==> config.mk <==
export PLATFORM = sky130hd
export DESIGN_NAME = nbis_seq
export DESIGN_NICKNAME = d
export VERILOG_FILES = /design/src/hdl/nbis_pkg.sv /design/src/hdl/nbis_cmp_unit.sv /design/src/hdl/nbis_seq.sv
export SDC_FILE = /design/constraint.sdc
export NUM_CORES = 1
export LEC_CHECK = 0
export BUFFER_PORTS_ARGS = -buffer_cell sky130_fd_sc_hd__clkbuf_2
export CORE_MARGIN = 2
export CORE_UTILIZATION = 50
export CTS_CLUSTER_SIZE = 40
export DETAILED_ROUTE_END_ITERATION = 16
export HOLD_SLACK_MARGIN = 0.06
export PLACE_DENSITY = 0.69
export SYNTH_ARGS = -nofsm -noshare
export SYNTH_HDL_FRONTEND = slang
export SYNTH_SLANG_ARGS = --single-unit
==> constraint.sdc <==
create_clock -name clock -period 8.6 [get_ports clock]
set_clock_uncertainty 0.05 [all_clocks]
set_input_delay 0.86 -clock clock [delete_from_list [all_inputs] [get_ports clock]]
set_output_delay 0.86 -clock clock [all_outputs]
set_load 0.05 [all_outputs]
==> src/hdl/nbis_pkg.sv <==
// ----------------------------------------------------------------------------
// Nearest bin index search package
// Shared widths, codes, sequencer states and the compare unit result type.
// ----------------------------------------------------------------------------
`default_nettype none

package nbis_pkg;

   // Field widths of the transactions and the configuration register.
   localparam int OP_W    = 1;
   localparam int IDX_W   = 9;
   localparam int FREQ_W  = 24;
   localparam int COUNT_W = 10;

   // Bin count after reset.
   localparam logic [COUNT_W-1:0] COUNT_RESET = 10'd512;

   // Error codes of a result.
   localparam logic ERR_NONE  = 1'b0;
   localparam logic ERR_ORDER = 1'b1;

   // Request operations.
   typedef enum logic [OP_W-1:0] {
      OP_WRITE = 1'b0,
      OP_QUERY = 1'b1
   } op_type;

   // Query sequencer states.
   typedef enum logic [2:0] {
      S_IDLE,
      S_TAIL0,
      S_TAIL1,
      S_HEAD0,
      S_HEAD1,
      S_SCAN,
      S_DONE
   } state_type;

   // Result of one pass through the shared compare unit.
   typedef struct packed {
      logic [FREQ_W-1:0] diff;      // |center - entry|
      logic              closer;    // entry is strictly closer than the best so far
      logic              not_above; // entry <= previous entry
   } cmp_result_type;

endpackage

`default_nettype wire

==> src/hdl/nbis_cmp_unit.sv <==
// ----------------------------------------------------------------------------
// Nearest bin index search compare unit
// Absolute difference and the two compares shared by every scan step.
// ----------------------------------------------------------------------------
`default_nettype none

module nbis_cmp_unit (
   input  wire logic [nbis_pkg::FREQ_W-1:0] center_freq,
   input  wire logic [nbis_pkg::FREQ_W-1:0] entry,
   input  wire logic [nbis_pkg::FREQ_W-1:0] best_diff,
   input  wire logic [nbis_pkg::FREQ_W-1:0] prev_entry,
   output nbis_pkg::cmp_result_type         result
);
   import nbis_pkg::*;

   logic [FREQ_W-1:0] diff;

   // Distance from the center frequency to the table entry.
   always_comb begin
      if (center_freq > entry) begin
         diff = center_freq - entry;
      end else begin
         diff = entry - center_freq;
      end
   end

   assign result.diff      = diff;
   assign result.closer    = (best_diff > diff);
   assign result.not_above = (entry <= prev_entry);

endmodule

`default_nettype wire

==> src/hdl/nbis_seq.sv <==
// ----------------------------------------------------------------------------
// Nearest bin index search sequencer
// Steps one query through the table ends check and the linear scan.
// ----------------------------------------------------------------------------
`default_nettype none

module nbis_seq #(
   parameter int MAX_BINS = 512
) (
   input  wire logic                          clock,
   input  wire logic                          reset,
   input  wire logic                          query_start,
   input  wire logic [nbis_pkg::FREQ_W-1:0]   query_freq,
   input  wire logic [nbis_pkg::COUNT_W-1:0]  freq_count,
   output logic                               idle,
   output logic                               rd_en,
   output logic      [$clog2(MAX_BINS)-1:0]   rd_addr,
   input  wire logic [nbis_pkg::FREQ_W-1:0]   rd_data,
   output logic                               rsp_valid,
   input  wire logic                          rsp_ready,
   output logic      [nbis_pkg::IDX_W-1:0]    rsp_center_index,
   output logic                               rsp_error
);
   import nbis_pkg::*;

   localparam int AW   = $clog2(MAX_BINS);
   localparam int NW   = $clog2(MAX_BINS + 1);
   localparam int CNTW = (NW > COUNT_W) ? NW : COUNT_W;

   state_type         state_ff, state_in;
   logic [FREQ_W-1:0] freq_ff;
   logic [AW-1:0]     last_ff;
   logic [AW-1:0]     pos_ff;
   logic [FREQ_W-1:0] best_ff;
   logic [FREQ_W-1:0] prev_ff;
   logic              err_ff;
   logic              rsp_valid_ff;
   logic [IDX_W-1:0]  rsp_index_ff;
   logic              rsp_error_ff;

   logic [CNTW-1:0]   count_wide;
   logic [CNTW-1:0]   n_eff;
   logic [CNTW-1:0]   n_m1;
   logic [CNTW-1:0]   n_m2;
   logic              count_short;
   logic [AW-1:0]     pos_next;
   logic              scan_end;
   logic              rsp_free;
   cmp_result_type    cmp;

   // Effective bin count, saturated to the table depth.
   always_comb begin
      count_wide = CNTW'(freq_count);
      if (count_wide > CNTW'(MAX_BINS)) begin
         n_eff = CNTW'(MAX_BINS);
      end else begin
         n_eff = count_wide;
      end
      n_m1        = n_eff - CNTW'(1);
      n_m2        = n_eff - CNTW'(2);
      count_short = (n_eff < CNTW'(2));
   end

   assign pos_next = pos_ff + AW'(1);
   assign scan_end = (pos_next == last_ff);
   assign rsp_free = !rsp_valid_ff || rsp_ready;

   // Shared distance and order compare.
   nbis_cmp_unit u_cmp (
      .center_freq (freq_ff),
      .entry       (rd_data),
      .best_diff   (best_ff),
      .prev_entry  (prev_ff),
      .result      (cmp)
   );

   // Next state.
   always_comb begin
      state_in = state_ff;
      unique case (state_ff)
         S_IDLE: begin
            if (query_start) begin
               state_in = count_short ? S_DONE : S_TAIL0;
            end
         end
         S_TAIL0: begin
            state_in = S_TAIL1;
         end
         S_TAIL1: begin
            state_in = cmp.not_above ? S_DONE : S_HEAD0;
         end
         S_HEAD0: begin
            state_in = S_HEAD1;
         end
         S_HEAD1: begin
            if (cmp.not_above || !cmp.closer || scan_end) begin
               state_in = S_DONE;
            end else begin
               state_in = S_SCAN;
            end
         end
         S_SCAN: begin
            if (!cmp.closer || scan_end) begin
               state_in = S_DONE;
            end
         end
         S_DONE: begin
            if (rsp_free) begin
               state_in = S_IDLE;
            end
         end
         default: begin
            state_in = S_IDLE;
         end
      endcase
   end

   // Table read address and request ready for each state.
   always_comb begin
      idle    = 1'b0;
      rd_en   = 1'b1;
      rd_addr = '0;
      unique case (state_ff) inside
         S_IDLE: begin
            idle    = 1'b1;
            rd_addr = n_m2[AW-1:0];
         end
         S_TAIL0: begin
            rd_addr = last_ff;
         end
         S_TAIL1: begin
            rd_addr = '0;
         end
         S_HEAD0: begin
            rd_addr = AW'(1);
         end
         S_HEAD1, S_SCAN: begin
            rd_addr = pos_ff + AW'(2);
         end
         S_DONE: begin
            rd_en = 1'b0;
         end
         default: begin
            rd_en = 1'b0;
         end
      endcase
   end

   // State register.
   always_ff @(posedge clock) begin
      if (reset) begin
         state_ff <= S_IDLE;
      end else begin
         state_ff <= state_in;
      end
   end

   // Scan datapath registers.
   always_ff @(posedge clock) begin
      case (state_ff)
         S_IDLE: begin
            if (query_start) begin
               freq_ff <= query_freq;
               last_ff <= n_m1[AW-1:0];
               pos_ff  <= '0;
               err_ff  <= count_short ? ERR_ORDER : ERR_NONE;
            end
         end
         S_TAIL0: begin
            prev_ff <= rd_data;
         end
         S_TAIL1: begin
            if (cmp.not_above) begin
               err_ff <= ERR_ORDER;
            end
         end
         S_HEAD0: begin
            prev_ff <= rd_data;
            best_ff <= cmp.diff;
         end
         S_HEAD1: begin
            if (cmp.not_above) begin
               err_ff <= ERR_ORDER;
            end else if (cmp.closer) begin
               pos_ff  <= pos_next;
               best_ff <= cmp.diff;
            end
         end
         S_SCAN: begin
            if (cmp.closer) begin
               pos_ff  <= pos_next;
               best_ff <= cmp.diff;
            end
         end
         default: begin
         end
      endcase
   end

   // Response output register; it frees the sequencer while a response waits.
   always_ff @(posedge clock) begin
      if (reset) begin
         rsp_valid_ff <= 1'b0;
      end else if (state_ff == S_DONE && rsp_free) begin
         rsp_valid_ff <= 1'b1;
      end else if (rsp_ready) begin
         rsp_valid_ff <= 1'b0;
      end
   end

   always_ff @(posedge clock) begin
      if (state_ff == S_DONE && rsp_free) begin
         rsp_index_ff <= (err_ff == ERR_ORDER) ? '0 : IDX_W'(pos_ff);
         rsp_error_ff <= err_ff;
      end
   end

   assign rsp_valid        = rsp_valid_ff;
   assign rsp_center_index = rsp_index_ff;
   assign rsp_error        = rsp_error_ff;

endmodule

`default_nettype wire

After elaboration in Yosys (flattened, before gate mapping):

Index checks and enable logic that the tools add are counted.
W data, S select, Z words.

* add/sub/neg operators: 6
* $lt $le $gt $ge: 5
* eq/ne operators: 12
* multiplexer cells: 25
* reductions and logical operators: 21

Operators with widths (number)
* $mux W24: 3
* $pmux W24 S3: 1
* $gt A24 B24 Y1: 2
* $sub A24 B24 Y24: 2
* $pmux W9 S4: 1
* $mux W9: 3
* $pmux W9 S3: 1
* $le A24 B24 Y1: 1
* $pmux W3 S7: 1
* $mux W3: 5
* $gt A10 B10 Y1 const B: 1
* $lt A10 B2 Y1 const B: 1
* $mux W10: 1
* $add A9 B1 Y9 const B: 1
* $add A9 B2 Y9 const B: 1
* $eq A3 B3 Y1 const B: 3
* $eq A9 B9 Y1: 1
* $reduce_and A3 Y1: 3
* $sub A9 B1 Y9 const B: 1
* $sub A9 B2 Y9 const B: 1
* $ne A2 B2 Y1 const B: 4
* $mux W1: 7
* $eq A3 B2 Y1 const B: 2
* $reduce_bool A3 Y1: 2
* other kinds (12): 20

* bits in registers: 105
* bits of input ports: 62
* logic and storage cells: 79

Longest topological paths before layout:

* depth in word-level cells: 8
* mapped depth: 27
* depth with buffers taken out: 23

Hierarchy:

From an unflattened synthesis, not the netlist that was laid out.

* cells, all modules: 882
* area total of the unflattened synthesis: 8575.7 um^2

By module, submodules not included
* nbis_seq: instances 1, cells an instance 343, area an instance 4638.2 um^2, sequential area each 3113.0 um^2
* nbis_cmp_unit: instances 1, cells an instance 539, area an instance 3937.5 um^2, sequential area each 0.0 um^2

Worst setup path before layout:

No wires, ideal clock.

* path type: in2reg
* from: in rd_data[10] (netlist name)
* to: reg best_ff[0], enable pin
* library setup time: 0.414 ns
* arrival: 5.811 ns
* required time: 8.136 ns
* path slack: 2.325 ns
* cell stages on the path: 22
* path buffers: 3
* cells stage by stage: inv_1 ha_1 buf_6 nand4_4 or3_4 o41ai_1 o22a_1 buf_6 mux2_4 o221ai_2 xnor2_1 inv_1 ha_1 a21o_1 a21o_1 a21oi_1 o21ai_0 a2111oi_0 a21oi_1 clkbuf_1 nand2_1 o22ai_1

* cells in the longest elaborated chain, start to end: 3

RTL lines
* from (decl): line nbis_seq.sv:18 `input wire logic [nbis_pkg::FREQ_W-1:0] rd_data,`
* $le A24 B24 Y1: line nbis_cmp_unit.sv:29 `assign result.not_above = (entry <= prev_entry);`
* $ne A2 B2 Y1 (no source line)
* $reduce_and A2 Y1 (no source line)
* to (signal assigned): line nbis_seq.sv:179 `best_ff <= cmp.diff;`
* to (signal assigned): line nbis_seq.sv:186 `best_ff <= cmp.diff;`
* to (signal assigned): line nbis_seq.sv:192 `best_ff <= cmp.diff;`
* to (decl): line nbis_seq.sv:34 `logic [FREQ_W-1:0] best_ff;`

Every way passes these cells.
A chain may end at the register's enable or synchronous reset.

Worst setup path after layout:

* from: in rd_data[11] (netlist name)
* to: reg best_ff[1], enable pin

Same word-level chain as after synthesis.

==> results.yml <==
worst_setup_path:
  end_kind: "flip-flop"
  path_max_fanout: 24
  cp_cell_sequence: "clkbuf_2, inv_1, ha_1, nand4_4, or3_4, nor4b_1, o22a_1, buf_4, mux2_2, a21oi_1, o21a_1, xor2_1, ha_1, a21o_1, a21o_1, a21oi_1, o21ai_0, a2111oi_0, a21oi_1, buf_4, nand2_1, o22ai_2, buf_4"
  crit_type: "in -> reg"
  r2r-end: "best_ff[1]"
  crit_cells: 23
  crit_slowest_cell: "o22a_1"
  critical_path_required_ns: 8.63
  startpoint: "rd_data[11]"
  slowest_delay_ns: 0.93
  start_kind: "input pin"
  r2r_start: "freq_ff[12]"
  crit_family: "compound AO/OA/AOI/OAI gates"
  cp_num_buf_inv: 5
  arrival_ns: 6.55
  reg2reg_slack_ns: 2.34
  rr_worst_depth: 21
drt:
  top_layer: "met4"
  drtPass1Iterations: 7
  m1WireLength_um: 8925
  num_vias: 6435
  dr.first_iter.drc_count: 484
  route.met2.wl_um: 8522
  routed_via_density: 5.581
  routed-wl-met3_um: 905
  drt-total-wl_um: 18690
  antenna_left: 0
  remaining_drc_errors: 0
  routedWlPerCell_um: 16.21
timing:
  finalMaxSlewViolations: 0
  setup_viol: 0
  fin_crit_ns: 6.518
  post-route-period-util_pct: 75.79
  worstMarginPinSlew_ns: 1.065
  clock.fmax_mhz: 153.4
  tns_ns: 0
  hold_ws_ns: 0.6166
  slew_headroom_pct: 29.02
  hold_viol: 0
  grt_setup_unrepaired: "no"
clock_tree:
  hold_buffers: 0
  cts_tree: "built"
  cts_setup_buffers: 0
  clk_latency_ns: 0.36
  post_cts_resize_count: 0
  numClockSinks: 105
  cts_buffer_depth: 2
  clk_pin_slew_ns: 0.07
  cts-buffers-inserted: 9
  clockRootBuffer: "clkbuf_16"
  h-tree-depth: 3
global_routing:
  grt_pass1_wl_um: 30870
  grt_usage_pct: 21.66
  grt_pass1_vias: 6151
  grt_max_degree: 35
  antenna_found_initial: 0
  grt_remaining_overflow: 0
synth:
  syn_inst: 865
  seq_area_frac_synth_pct: 37.22
  async_flop_share_pct: 0
  yosys.area.top_type: "edfxtp_1"
  synth.avg_cell_area_sq_um: 9.670
  ys_types: 70
  synth.cell_area_sq_mm: 0.008364
  synth_fp_nets: 1028
  synth_top_cell_area_share_pct: 36.26
  synth_edf_count: 101
  ys.flop_type: "edfxtp_1"
  yosys_warnings: 0
  synthTopCellsByArea: "edfxtp_1 36%, ha_1 15%, inv_1 4.4%"
  synth-seq-cells: 105
finish:
  area_delta_synth_final_pct: 10.20
  drive_gt1_share_pct: 14.47
  final_cell_mix: "101 x edfxtp_1, 99 x inv_1, 99 x ha_1"
  fin_util_pct: 55.98
  final_common_cell: "edfxtp_1"
  fillerInstances: 1481
  antenna-diode-count: 0
  nets: 1091
floorplan:
  die_area_sq_mm: 0.01778
  num_rows: 47
  coreArea_sq_mm: 0.01647
  die_y_um: 133.3
  ios: 84
  dieWidth_um: 133.3
  initial_core_util_pct: 50.80
run:
  cap_viol_max_count: 0
outcome:
  status: "finished clean"
placed_design:
  port_buffers: 83
  dp_hpwl_um: 14570
  routabilityCongestion: 0.9046
min_path:
  min_path_cells: 3
  min_from: "rsp_valid"
  hold_end: "rsp_valid"
  min_path_type: "reg -> reg"
power:
  peakVddDrop_v: 0.0002086
  power.leakage_nw: 4.123
  power.density_mw_per_mm2: 306.3
[flip-flops by register name, summed over array words and instances, names as in the netlist]
register and cells:
last_ff 9, rsp_error 1, prev_ff 24, err_ff 1, best_ff 24, freq_ff 24
rsp_center_index 9, rsp_valid 1, pos_ff 9, state_ff 3
[per-stage QoR]
stage          power [W]  cells  setup WS, ns  area (sq um)
6_report        0.002823   1153         2.082          9218
5_1_grt         0.003037   1153         1.545          9218
4_1_cts         0.002827   1153         2.118          9218
3_5_place_dp    0.002390   1137         1.766          8914
3_3_place_gp    0.002375   1137         1.939          8914
2_1_floorplan   0.002038    865         2.325          8364
[metal layers]
| layer | vias up | global-route usage (%) |
|---|---|---|
| met1 | 3023 | 30.75 |
| met2 | 165 | 34.42 |
| met4 | 0 | 6.028 |
| met3 | 22 | 3.577 |
| met5 | - | 0 |
| li1 | 3225 | - |
[Yosys cell counts, drive strengths merged (5+ instances only)]
master,number
edfxtp,101
ha,99
inv,99
a21oi,63
nor2,54
nand2,46
a21o,40
o21ai,36
xnor2,31
xor2,31
clkbuf,25
nor2b,21
a211oi,19
nand4,19
nor3,16
buf,15
mux2i,14
nand3,14
o211ai,10
o21bai,10
mux2,9
a31oi,8
and3,8
nand2b,8
o21a,8
or3,6
o31ai,5
[worst register-to-register path, delay by kind of cell, from the launching register on]
family                   cells  cell delay [ns]
flip-flops                   1             0.40
AO/OA/AOI/OAI               10             2.46
buffers and inverters        3             0.81
multiplexers                 1             0.35
XOR/XNOR                     1             0.10
adder cells (fa/ha/maj)      2             0.76
AND/OR/NAND/NOR              4             1.06
[logic make-up (layout without fill, tap and decap cells)]
logic type | Yosys count | count (layout) | synth area share [%]
AOI/OAI and AO/OA | 228 | 228 | 18.34
muxes | 23 | 23 | 2.932
buffers and inverters | 139 | 207 | 7.105
DFF | 105 | 105 | 37.22
adders and majority gates | 101 | 101 | 15.29
and+or+nand+nor | 207 | 207 | 12.54
xor gates and xnor gates | 62 | 62 | 6.582
[how the worst max path moves through the flow]
stage	to	slack, ns
after floorplan	best_ff[0]	2.33
after global placement	best_ff[23]	1.94
after detailed placement	best_ff[1]	1.77
after CTS	best_ff[23]	2.12
after global routing	best_ff[19]	1.54
final	best_ff[1]	2.08
[power by group]
group	internal (W)	switching, W	total [W]	leakage [nW]
registers	0.000755	0.000121	0.000876	0.974
clock network	0.000231	0.000203	0.000434	0.145
logic	0.000578	0.000935	0.00151	3.00
total	0.00156	0.00126	0.00282	4.12
[cell type report]
cell class / instances / area, sq um / area share [%]
clock inverters: 6 / 75.07 / 0.8144
clock buffers: 10 / 229.0 / 2.484
flip-flops and latches: 105 / 3113 / 33.77
inverters: 99 / 371.6 / 4.031
well taps: 220 / 275.3 / 2.986
multi-input cells: 621 / 4671 / 50.67
repair buffers: 92 / 483.0 / 5.240
Power figures use the tool's default switching activity.
